==> src/hw/rtl/hps_pkg.sv <==
`timescale 1ns / 1ps
// Shared types and constants for the heading PID step block.
// Used by every module under hw/rtl; depends on nothing else.
package hps_pkg;

	// Field widths
	localparam int ANGLE_W  = 24;
	localparam int ERR_W    = ANGLE_W + 1;
	localparam int DERIV_W  = ERR_W + 1;
	localparam int SUM_W    = 40;
	localparam int STEP_W   = 16;
	localparam int GAIN_W   = 20;
	localparam int DRIVE_W  = 16;
	localparam int CLAMP_W  = 15;
	localparam int ZONE_W   = 23;

	// Fixed-point scaling: drive is in 1/256 V
	localparam int ANGLE_FRAC_BITS = 8;
	localparam int GAIN_FRAC_BITS  = 16;
	localparam int DRIVE_FRAC_BITS = 8;
	localparam int DRIVE_SHIFT     = ANGLE_FRAC_BITS + GAIN_FRAC_BITS - DRIVE_FRAC_BITS;

	// Integral product is split into a low unsigned and a high signed part
	localparam int SPLIT_W = 20;
	localparam int HI_W    = SUM_W - SPLIT_W;
	localparam int PE_W    = ERR_W + GAIN_W + 1;
	localparam int PD_W    = DERIV_W + GAIN_W + 1;
	localparam int PL_W    = SPLIT_W + GAIN_W + 2;
	localparam int PH_W    = HI_W + GAIN_W + 1;
	localparam int P_W     = 62;

	// Configuration port
	localparam int CFG_IDX_W  = 3;
	localparam int CFG_DATA_W = 23;

	typedef enum logic [CFG_IDX_W-1:0] {
		REG_PROP_GAIN  = 3'd0,
		REG_INTEG_GAIN = 3'd1,
		REG_DERIV_GAIN = 3'd2,
		REG_MAX_DRIVE  = 3'd3,
		REG_INTEG_ZONE = 3'd4,
		REG_TOLERANCE  = 3'd5,
		REG_STEP_LIMIT = 3'd6
	} cfg_reg_t;

	// Register reset values
	localparam logic [GAIN_W-1:0]  RST_PROP_GAIN  = 20'd10682;
	localparam logic [GAIN_W-1:0]  RST_INTEG_GAIN = 20'd1049;
	localparam logic [GAIN_W-1:0]  RST_DERIV_GAIN = 20'd10486;
	localparam logic [CLAMP_W-1:0] RST_MAX_DRIVE  = 15'd1792;
	localparam logic [ZONE_W-1:0]  RST_INTEG_ZONE = 23'd3840;
	localparam logic [ZONE_W-1:0]  RST_TOLERANCE  = 23'd154;
	localparam logic [STEP_W-1:0]  RST_STEP_LIMIT = 16'd300;

	// Integral saturation limits
	localparam logic signed [SUM_W-1:0] SUM_MAX = {1'b0, {(SUM_W-1){1'b1}}};
	localparam logic signed [SUM_W-1:0] SUM_MIN = {1'b1, {(SUM_W-1){1'b0}}};

	typedef struct packed {
		logic [GAIN_W-1:0]  prop_gain;
		logic [GAIN_W-1:0]  integ_gain;
		logic [GAIN_W-1:0]  deriv_gain;
		logic [CLAMP_W-1:0] max_drive;
		logic [ZONE_W-1:0]  integ_zone;
		logic [ZONE_W-1:0]  tolerance;
		logic [STEP_W-1:0]  step_limit;
	} cfg_t;

	typedef struct packed {
		logic [ANGLE_W-1:0] measured_angle;
		logic [ANGLE_W-1:0] target_angle;
		logic               restart;
	} in_beat_t;

	// Result of the state update stage
	typedef struct packed {
		logic               active;
		logic               done;
		logic [STEP_W-1:0]  steps;
		logic [ERR_W-1:0]   err;
		logic [DERIV_W-1:0] deriv;
		logic [SUM_W-1:0]   sum;
	} step_t;

	// Partial products
	typedef struct packed {
		logic              active;
		logic              done;
		logic [STEP_W-1:0] steps;
		logic [PE_W-1:0]   pe;
		logic [PD_W-1:0]   pd;
		logic [PL_W-1:0]   pl;
		logic [PH_W-1:0]   ph;
	} prod_t;

	// Result beat
	typedef struct packed {
		logic [DRIVE_W-1:0] drive;
		logic               done;
		logic [STEP_W-1:0]  steps;
	} res_t;

endpackage

==> src/hw/rtl/hps_sum.sv <==
`timescale 1ns / 1ps
// PID sum register, then truncating scale, magnitude clamp and brake gating.
// Depends on hps_pkg.
module hps_sum (
	input  logic           clk,
	input  logic           arst_n,
	input  logic           s3_valid,
	input  hps_pkg::prod_t s3,
	input  hps_pkg::cfg_t  cfg,
	output logic           res_valid,
	output hps_pkg::res_t  res
);

	logic signed [hps_pkg::P_W-1:0] p;
	logic signed [hps_pkg::P_W-1:0] p_s4;
	logic                           active_s4;
	logic                           done_s4;
	logic [hps_pkg::STEP_W-1:0]     steps_s4;

	logic [hps_pkg::P_W-1:0]        mag;
	logic [hps_pkg::P_W-1:0]        mag_sh;
	logic [hps_pkg::CLAMP_W-1:0]    mag_cl;
	logic [hps_pkg::DRIVE_W-1:0]    drv;

	// Add the four partial products, high integral part weighted by 2^SPLIT_W
	always_comb begin
		p = $signed({{(hps_pkg::P_W-hps_pkg::PE_W){s3.pe[hps_pkg::PE_W-1]}}, s3.pe})
		  + $signed({{(hps_pkg::P_W-hps_pkg::PD_W){s3.pd[hps_pkg::PD_W-1]}}, s3.pd})
		  + $signed({{(hps_pkg::P_W-hps_pkg::PL_W){s3.pl[hps_pkg::PL_W-1]}}, s3.pl})
		  + $signed({{(hps_pkg::P_W-hps_pkg::PH_W-hps_pkg::SPLIT_W){s3.ph[hps_pkg::PH_W-1]}},
		             s3.ph, {hps_pkg::SPLIT_W{1'b0}}});
	end

	always_ff @(posedge clk or negedge arst_n) begin
		if (!arst_n) begin
			res_valid <= 1'b0;
		end else begin
			res_valid <= s3_valid;
		end
	end

	always_ff @(posedge clk) begin
		if (s3_valid) begin
			p_s4      <= p;
			active_s4 <= s3.active;
			done_s4   <= s3.done;
			steps_s4  <= s3.steps;
		end
	end

	// Shift the magnitude (truncate toward zero), clamp, restore sign
	always_comb begin
		mag    = p_s4[hps_pkg::P_W-1] ? (~p_s4 + 1'b1) : p_s4;
		mag_sh = mag >> hps_pkg::DRIVE_SHIFT;
		if (mag_sh > hps_pkg::P_W'(cfg.max_drive)) begin
			mag_cl = cfg.max_drive;
		end else begin
			mag_cl = mag_sh[hps_pkg::CLAMP_W-1:0];
		end
		if (!active_s4) begin
			drv = '0;
		end else if (p_s4[hps_pkg::P_W-1]) begin
			drv = ~{1'b0, mag_cl} + 1'b1;
		end else begin
			drv = {1'b0, mag_cl};
		end
		res.drive = drv;
		res.done  = done_s4;
		res.steps = steps_s4;
	end

endmodule

==> config.mk <==
export PLATFORM = sky130hd
export DESIGN_NAME = hps_sum
export DESIGN_NICKNAME = d
export VERILOG_FILES = /design/src/hw/rtl/hps_pkg.sv /design/src/hw/rtl/hps_sum.sv
export SDC_FILE = /design/constraint.sdc
export NUM_CORES = 1
export LEC_CHECK = 0
export BUFFER_PORTS_ARGS = -buffer_cell sky130_fd_sc_hd__buf_4
export CAP_MARGIN = 10
export CELL_PAD_IN_SITES_DETAIL_PLACEMENT = 1
export CELL_PAD_IN_SITES_GLOBAL_PLACEMENT = 2
export CORE_MARGIN = 4
export CORE_UTILIZATION = 28
export CTS_BUF_LIST = sky130_fd_sc_hd__clkbuf_4 sky130_fd_sc_hd__clkbuf_8 sky130_fd_sc_hd__clkbuf_16
export DETAILED_ROUTE_END_ITERATION = 12
export GPL_TIMING_DRIVEN = 0
export MAX_ROUTING_LAYER = met4
export PLACE_DENSITY = 0.78
export SKIP_CTS_REPAIR_TIMING = 1
export SLEW_MARGIN = 25
export SYNTH_ARGS = -nofsm -noshare
export SYNTH_HDL_FRONTEND = slang
export SYNTH_SLANG_ARGS = --single-unit
==> constraint.sdc <==
create_clock -name clk -period 5.85 [get_ports clk]
set_input_delay 0.2925 -clock clk [delete_from_list [all_inputs] [get_ports clk]]
set_output_delay 0.2925 -clock clk [all_outputs]
set_load 0.02 [all_outputs]
==> results of run 1 <==
-- worst max-delay path: cells and delay by family, from the launching register on --
| family | cells | cell delay [ns] |
|---|---|---|
| xor+xnor | 2 | 0.37 |
| flops | 1 | 0.44 |
| fa+ha+maj | 2 | 0.38 |
| buf+inv | 3 | 0.50 |
| simple gates | 10 | 2.86 |
| mux | 1 | 0.22 |
| compound gates | 6 | 1.11 |
-- cell usage after synthesis (4+ instances only) --
cell        n  share of area, %
xor2_1     25               2.1
clkbuf_1   31               1.1
a211oi_1   19               1.4
o21bai_1   16               1.2
xnor2_1    69               5.8
a21oi_1    83               4.0
nor2b_1     4              0.24
a31o_2      4              0.34
or2_2       6              0.36
a21o_1     34               2.5
o41ai_1     6              0.50
a31oi_1    13              0.78
o21a_1      9              0.65
inv_1      52               1.9
nor3b_1     4              0.29
or3_1      15              0.90
nor2_1     70               2.5
o31ai_1    15               1.1
nand3_1    32               1.5
fa_1      103                20
and3_1      7              0.42
o21ai_0    56               2.7
nor4_1     16              0.96
edfxtp_1   80                23
nand2b_1    9              0.54
nor3_1     22               1.1
o211ai_1    6              0.43
mux2_2      6              0.65
nand4_1    19               1.1
or4_1       5              0.36
ha_1       94                11
nand2_1    67               2.4
-- stage by stage --
step           setup slack, ns  std cells  cell area (um2)  TNS (ns)  total power [W]
2_1_floorplan          -0.0128       1065            10400   -0.0128          0.00338
3_3_place_gp            -0.913       1778            12900     -4.98          0.00433
3_5_place_dp            -0.948       1778            12900     -5.24          0.00440
4_1_cts                  -1.35       1793            13100     -9.96          0.00499
5_1_grt                 -0.924       1810            13500     -6.69          0.00561
6_report                -0.685       1810            13500     -4.30          0.00511
-- power breakdown --
part           switching (W)  leakage, nW  internal (W)
Sequential          0.000283        0.795      0.000974
Combinational        0.00187         4.65       0.00143
Clock               0.000230        0.137      0.000326
Total                0.00238         5.58       0.00273
-- cell type report --
class	instances	area [um2]
fill	4190	23200
timing repair buffer	264	1990
clock inverter	6	58.8
multi-input combinational	896	7870
buffer	34	158
tap	468	586
sequential	81	2430
inverter	52	195
clock buffer	9	225
-- registers in the layout, summed over array words and instances, names as in the netlist --
name and count:
done_s4 1, res_valid 1, active_s4 1, steps_s4 16
p_s4 62
-- final timing paths --
kind	depth (start not counted)	slack (ns)	from	endpoint
setup / recovery	24	-0.69	p_s4[17]	res[27]
max in group asynchronous	2	5.52	arst_n	res_valid
hold / removal	1	0.12	s3[178]	steps_s4[2]
min in group asynchronous	2	0.25	arst_n	res_valid
-- cells by family after synthesis --
kind of cell / count (synthesis)
buffers and inverters: 88
DFF: 81
AOI/OAI and AO/OA: 304
adders and majority gates: 197
and+or+nand+nor: 292
muxes: 9
xor gates and xnor gates: 94
-- layer usage --
layer  up-vias  share of wire (%)
met4         0                1.1
met1      4559                 49
li1       4500                  -
met5         -                  0
met2       196                 47
met3        24                2.9
==> impl_metrics.yaml, run 1 <==
grt:
  grt_max_degree: 82
  gr-total-overflow: 0
  track_usage_pct: 16.1
  globalRoute.busiestLayer: "met2"
  grt_pass1_wl_um: 52900
  grt_util_met3_pct: 1.42
  antenna_found_initial: 0
  grt_pass1_vias: 9941
  grtUsageMet2_pct: 25.3
  met1_usage_pct: 23.1
clock_network:
  clock-root-buffer: "clkbuf_16"
  clock-sinks: 81
  cts.htree.levels: 3
  cts_buffers: 9
  clock_path_buffers: 2
  cts_tree: "done"
  path_clk_slew_ns: 0.06
critical_path:
  cp_slowest_cell: "or4_4"
  critPathLaunchType: "flip-flop"
  cp-end-kind: "output port"
  crit_chain: "or3_4 > or4_4 > or3_4 > or2_4 > o31ai_4 > xor2_1 > inv_1 > ha_4 > and3_4 > a221oi_2 > o21a_1 > o211ai_1 > nor4_2 > nand4_4 > buf_6 > mux2_4 > ha_4 > nand4_1 > or2_4 > o21ai_2 > xnor2_1 > nor2_1 > a211oi_2 > buf_4"
  crit_type: "flip-flop to output port"
  cp.required_ns: 5.56
  path_max_fanout: 5
  worstPathArrival_ns: 6.24
  critical_path.max_stage_delay_ns: 0.51
yosys:
  synth_nets: 1596
  postSynthCellCount: 1065
  synth-simple-area-share_pct: 14.3
  muxShareOfSynthArea_pct: 0.937
  synth_compound_area_share_pct: 19.2
  synthAdderAreaFrac_pct: 31.1
  async_reset_ff_share_pct: 1.23
  ys_ff_latch: 81
  ys_seq_area_share_pct: 23.3
  synthXorXnorAreaFrac_pct: 7.90
  avgSynthCellArea_um2: 9.78
  synth.distinct_cells: 72
  syn_area_mm2: 0.0104
  ys_warn_count: 0
  ys.flop_type: "edfxtp_1"
  synth_top_family_by_area: "adder cells"
  synth_edf_count: 80
timing:
  rsz0062_at_grt: "true"
  setup_viol: 9
  min_period_ns: 6.54
  drv_slew: 0
  fin_crit_sh_pct: 112
  holdWs_ns: 0.120
  tightest_slew_ns: 0.955
  finalHoldViolCount: 0
  fmax_mhz: 153
  worst_slack_ns: -0.685
  slew_headroom_pct: 35.5
pwr:
  vdd_ir_drop_max_v: 0.000189
  power_density_mw_per_mm2: 379
  p_leak_nw: 5.58
detailed_routing:
  drc: 0
  wirelength_um: 32400
  drt-pass1-iter-count: 5
  dr_total_vias: 9279
  ant_nets: 0
  dr.first_iter.drc_count: 554
  via_per_inst: 5.13
  wl_per_cell_um: 17.9
layout:
  antenna_cells: 0
  utilization_pct: 36.8
  syn_to_final_growth_pct: 29.7
  nNetsFinal: 1869
  drive_above_1_share_pct: 25.3
  final_cell_mix: "buf_4, fa_1, ha_1, a21oi_1, edfxtp_1"
  final_common_cell: "buf_4"
floorplanning:
  core_region_area_mm2: 0.0367
  die_h_um: 201
  die_x_um: 201
  fp.dieArea_mm2: 0.0404
  start_util_pct: 28.4
  ioPinCount: 368
  rows: 70
place:
  place_congestion: 0.863
  post-dp-hpwl_um: 27200
  port_buffers: 245
run_status:
  failed_checks: "negative setup slack"
  outcome: "finished, violations left"
hold_path:
  hold_class: "primary input to flip-flop"
run:
  drv_cap: 0
Power figures use the tool's default switching activity.
==> run 2, diff against run 1 <==
Settings changed: PLACE_DENSITY 0.78 to unset, PLACE_DENSITY_LB_ADDON set to 0.1.
==> run 2 against run 1 <==
Net effect:
- the flow still finishes with violations (negative setup slack)
- first-iteration DRC count decreased by 40%
- non-clock buffer count grew 10
- combinational power grew 2%
- worst hold slack worse by 0.010 ns
- count of clock-buffer cells in the layout up 1
==> impl_metrics.yaml, run 2 (synthesized netlist as in run 1, its figures left out) <==
floorplanning:
  die_h_um: 201
  fp.dieArea_mm2: 0.0404
  die_x_um: 201
  rows: 70
  start_util_pct: 28.4
  ioPinCount: 368
  core_region_area_mm2: 0.0367
grt:
  grt_max_degree: 82
  antenna_found_initial: 0
  gr-total-overflow: 0
  grt_pass1_wl_um: 52200
  grt_pass1_vias: 9717
  track_usage_pct: 16.0
critical_path:
  critical_path.max_stage_delay_ns: 0.50
  path_max_fanout: 5
  worstPathArrival_ns: 6.14
  crit_family: "simple AND/OR/NAND/NOR gates"
  cp-end-kind: "output port"
  cp.required_ns: 5.56
  crit_buf_inv: 3
  critPathLaunchType: "flip-flop"
  cp_slowest_cell: "or4_4"
  crit_chain: "or3_4 > or4_4 > or3_4 > or2_4 > o31ai_4 > xor2_1 > inv_2 > ha_4 > and3_4 > nand3_4 > nor4_4 > o211ai_1 > nor4_2 > nand4_4 > buf_8 > mux2i_2 > ha_4 > nand4_1 > or2_4 > o21ai_2 > xnor2_1 > nor2_1 > a211oi_2 > buf_4"
  crit_type: "flip-flop to output port"
layout:
  nNetsFinal: 1879
  antenna_cells: 0
  drive_above_1_share_pct: 26.2
  final_common_cell: "buf_4"
  regMostFlops: "p_s4"
  largest_reg_flops: 62
  top_regs: "p_s4: 62 flops, steps_s4: 16 flops"
  final_cell_mix: "buf_4, fa_1, ha_1, a21oi_1, edfxtp_1"
  utilization_pct: 37.2
  syn_to_final_growth_pct: 31.0
pwr:
  total_power_w: 0.00521
  p_leak_nw: 5.66
  power_density_mw_per_mm2: 382
  vdd_ir_drop_max_v: 0.000200
timing:
  min_period_ns: 6.43
  worst_slack_ns: -0.580
  rsz0062_at_grt: "true"
  setup_viol: 8
  holdWs_ns: 0.110
  fin_crit_sh_pct: 110
  fmax_mhz: 156
  tns_ns: -3.16
  finalHoldViolCount: 0
  slew_headroom_pct: 40.7
  drv_slew: 0
  tightest_slew_ns: 0.883
detailed_routing:
  route.top_layer_used: "met4"
  ant_nets: 0
  drc: 0
  dr_total_vias: 9139
  wl_per_cell_um: 17.7
  wl_met1_um: 16800
  wl_met3_um: 1050
  met2_length_um: 14100
  drt-pass1-iter-count: 4
  dr.first_iter.drc_count: 335
  wirelength_um: 32300
  via_per_inst: 5.02
place:
  place_congestion: 0.849
  post-dp-hpwl_um: 26900
  port_buffers: 245
run_status:
  outcome: "finished, violations left"
  failed_checks: "negative setup slack"
run:
  drv_cap: 0
clock_network:
  cts_buffers: 9
  clock_path_buffers: 2
  clock-root-buffer: "clkbuf_16"
  cts_tree: "done"
  path_clk_slew_ns: 0.06
  cts.htree.levels: 3
  clock-sinks: 81
hold_path:
  hold_class: "primary input to flip-flop"
==> run 2: changes by cell type in the layout (fill, tap and decap cells not counted), moves of 2 or more <==
cell      change
o21ai_1       +4
clkinv_1      -2
buf_4         +6
o21ai_0       -4
==> run 2: final cells by class <==
type | count | area (um2)
Tap cell | 468 | 586
Fill cell | 4252 | 23000
Inverter | 52 | 195
Timing Repair Buffer | 273 | 2090
Clock inverter | 4 | 70.1
Buffer | 35 | 163
Multi-Input combinational cell | 896 | 7890
Clock buffer | 10 | 233
Sequential cell | 81 | 2430
==> run 2: power breakdown <==
| part | leakage [nW] | total (W) | internal (W) | switching, W |
|---|---|---|---|---|
| logic | 4.71 | 0.00337 | 0.00147 | 0.00190 |
| registers | 0.795 | 0.00124 | 0.000974 | 0.000270 |
| clock network | 0.152 | 0.000591 | 0.000372 | 0.000219 |
| total | 5.66 | 0.00521 | 0.00282 | 0.00239 |
==> run 2: worst paths after layout <==
| kind | from | to | cells after the start |
|---|---|---|---|
| worst max-delay path | p_s4[16] | res[29] | 24 |
| worst min-delay path | s3[190] | steps_s4[14] | 1 |
| max in group asynchronous | arst_n | res_valid | 2 |
| min in group asynchronous | arst_n | res_valid | 2 |
==> run 2: stage by stage <==
step	instance area, um2	instances	worst slack [ns]
final	13700	1819	-0.580
after global placement	12900	1778	-0.986
after global routing	13700	1819	-0.859
after detailed placement	12900	1778	-1.06
after CTS	13200	1792	-1.45
after floorplan	10400	1065	-0.0128
==> run 2: per-layer routing <==
layer  vias up  global-route usage [%]
met5         -                       -
met4         0                    3.20
met3        16                    1.71
met2       175                    23.0
met1      4433                    24.2
li1       4515                       -
==> run 3, diff against run 2 <==
Settings changed: ABC_AREA set to 1, CORE_UTILIZATION 28 to 26.
==> run 3 against run 2 <==
Net effect:
- the flow now finishes without violations
- worst setup slack gained 1.2 ns
- maximum frequency increased by 22%
- cell count is 26% higher
- die area increased by 15%
- synthesized area grew 7.9%
- utilization shrank 3.8 points
- power rose by 0.20%
- worst hold slack got worse by 0.015 ns
- via count is 14% higher
==> impl_metrics.yaml, run 3 <==
critical_path:
  crit_start: "p_s4[16]"
  cp.required_ns: 5.56
  cp-end-kind: "output port"
  worstPathArrival_ns: 4.96
  crit_type: "flip-flop to output port"
  crit_buf_inv: 4
  path_max_fanout: 10
  cp_slowest_cell: "edfxtp_1"
  critical_path.max_stage_delay_ns: 0.47
  critPathLaunchType: "flip-flop"
  crit_family: "simple AND/OR/NAND/NOR gates"
  crit_path_frequent_cell: "nand2_1"
pwr:
  p_sw_w: 0.00268
  switching_share_pct: 51.4
  power_density_mw_per_mm2: 369
  combPwrFrac_pct: 65.9
  vdd_ir_drop_max_v: 0.000139
  seq_power_share_pct: 23.2
  total_power_w: 0.00522
  p_leak_nw: 6.44
  power_frac_clock_pct: 10.9
  internal_power_w: 0.00254
yosys:
  ys.flop_type: "edfxtp_1"
  synthTopCellsByArea: "edfxtp_1, fa_1, nand2_1, ha_1, nor2_1"
  ys_ff_latch: 81
  ys_warn_count: 0
  avgSynthCellArea_um2: 7.74
  syn_area_mm2: 0.0112
  synth_nets: 1982
  ys_top_cells_by_count: "nand2_1, nor2_1, inv_1"
  synth_most_common_cell: "nand2_1"
  synth.distinct_cells: 46
  postSynthCellCount: 1451
  synth_edf_count: 80
  synth_top_area_share_pct: 21.4
  ys_seq_area_share_pct: 21.6
  async_reset_ff_share_pct: 1.23
  yosysTopAreaCell: "edfxtp_1"
detailed_routing:
  ant_nets: 0
  dr_total_vias: 10400
  wl_per_cell_um: 16.8
  via_per_inst: 4.56
  wirelength_um: 38600
  drt-pass1-iter-count: 5
  drc: 0
  dr.first_iter.drc_count: 403
grt:
  grt_pass1_wl_um: 63000
  gr-total-overflow: 0
  met1_usage_pct: 22.9
  grtUsageMet2_pct: 29.4
  track_usage_pct: 17.4
  grt_max_degree: 82
  grt_util_met3_pct: 1.69
  grt_pass1_vias: 11800
  globalRoute.busiestLayer: "met2"
  antenna_found_initial: 0
layout:
  nNetsFinal: 2241
  syn_to_final_growth_pct: 26.0
  top_regs: "p_s4: 62 flops, steps_s4: 16 flops"
  drive_above_1_share_pct: 18.4
  final_common_cell: "nand2_1"
  antenna_cells: 0
  largest_reg_flops: 62
  final_cell_mix: "nand2_1, buf_4, nor2_1, inv_1"
  regMostFlops: "p_s4"
  utilization_pct: 33.4
  stdcell_count: 2292
floorplanning:
  die_h_um: 216
  die_x_um: 216
  ioPinCount: 368
  rows: 75
  fp.dieArea_mm2: 0.0466
  start_util_pct: 26.6
  core_region_area_mm2: 0.0423
clock_network:
  cts_tree: "done"
  cts_buffers: 9
  path_clk_slew_ns: 0.07
  cts.htree.levels: 3
  clock_path_buffers: 2
  clock-root-buffer: "clkbuf_16"
  clock-sinks: 81
hold_path:
  hold_depth: 1
  min_to: "steps_s4[14]"
  hold_class: "primary input to flip-flop"
  hp-start: "s3[190]"
timing:
  fin_crit_sh_pct: 89.8
  rsz0062_at_grt: "false"
  tightest_slew_ns: 0.916
  drv_slew: 0
  setup_viol: 0
  fmax_mhz: 190
  min_period_ns: 5.25
  slew_headroom_pct: 37.3
  finalHoldViolCount: 0
run_status:
  outcome: "completed"
place:
  place_congestion: 0.849
  dp.cells: 2273
  port_buffers: 245
  post-dp-hpwl_um: 34900
run:
  drv_cap: 0
## run 3: cell count changes in the layout (fill, tap and decap cells not counted), sizes merged, moves of 14 or more
cell	change
a21o	-29
a211oi	-19
inv	+112
nand3	+44
a21oi	+21
or3	-15
nor2	+155
buf	-18
clkbuf	-30
o31ai	-14
nand2	+290
xnor2	-42
xor2	+25
## run 3: power groups by stage
stage / clock, W / sequential [W] / combinational, W
3_3_place_gp: 0 / 0.00122 / 0.00344
5_1_grt: 0.000615 / 0.00125 / 0.00396
3_5_place_dp: 0 / 0.00122 / 0.00347
2_1_floorplan: 0 / 0.00112 / 0.00232
6_report: 0.000566 / 0.00121 / 0.00344
4_1_cts: 0.000594 / 0.00121 / 0.00349
## run 3: through the flow
step                TNS (ns)  setup slack [ns]  instance area (um2)  hold slack [ns]
floorplan                  0              1.52                11200         -0.00309
global placement           0             0.331                13800           0.0672
detailed placement         0             0.284                13800           0.0691
CTS                   -0.363            -0.136                14100           -0.341
global route               0           0.00125                14200           0.0713
finish                     0             0.595                14200           0.0953
## run 3: logic make-up (layout without fill, tap and decap cells)
group / after synthesis / count (layout) / share of synthesized area, %
simple gates: 703 / 703 / 26.4
buf+inv: 174 / 438 / 6.07
fa+ha+maj: 197 / 197 / 28.8
xor+xnor: 77 / 77 / 6.00
compound gates: 219 / 219 / 11.1
flops: 81 / 81 / 21.6
## run 3: worst max-delay path by stage
stage,endpoint,slack (ns),cells after the start
floorplan,res[27],1.52,30
global placement,res[29],0.33,33
detailed placement,res[29],0.28,34
CTS,res[29],-0.14,34
global route,res[27],0.001,32
finish,res[29],0.60,33
## run 3: final cells by class
type	instances	area (um2)
Fill cell	5181	28200
Multi-Input combinational cell	1196	8150
Sequential cell	81	2430
Timing Repair Buffer	250	1880
Tap cell	577	722
Inverter	161	608
Clock buffer	9	225
Buffer	11	72.6
Clock inverter	7	66.3
## run 3: layer usage
layer  up-vias  wire (um)
met2       169      18800
met1      4962      18400
met5         -          0
met4         0        441
met3        19        980
li1       5298          -
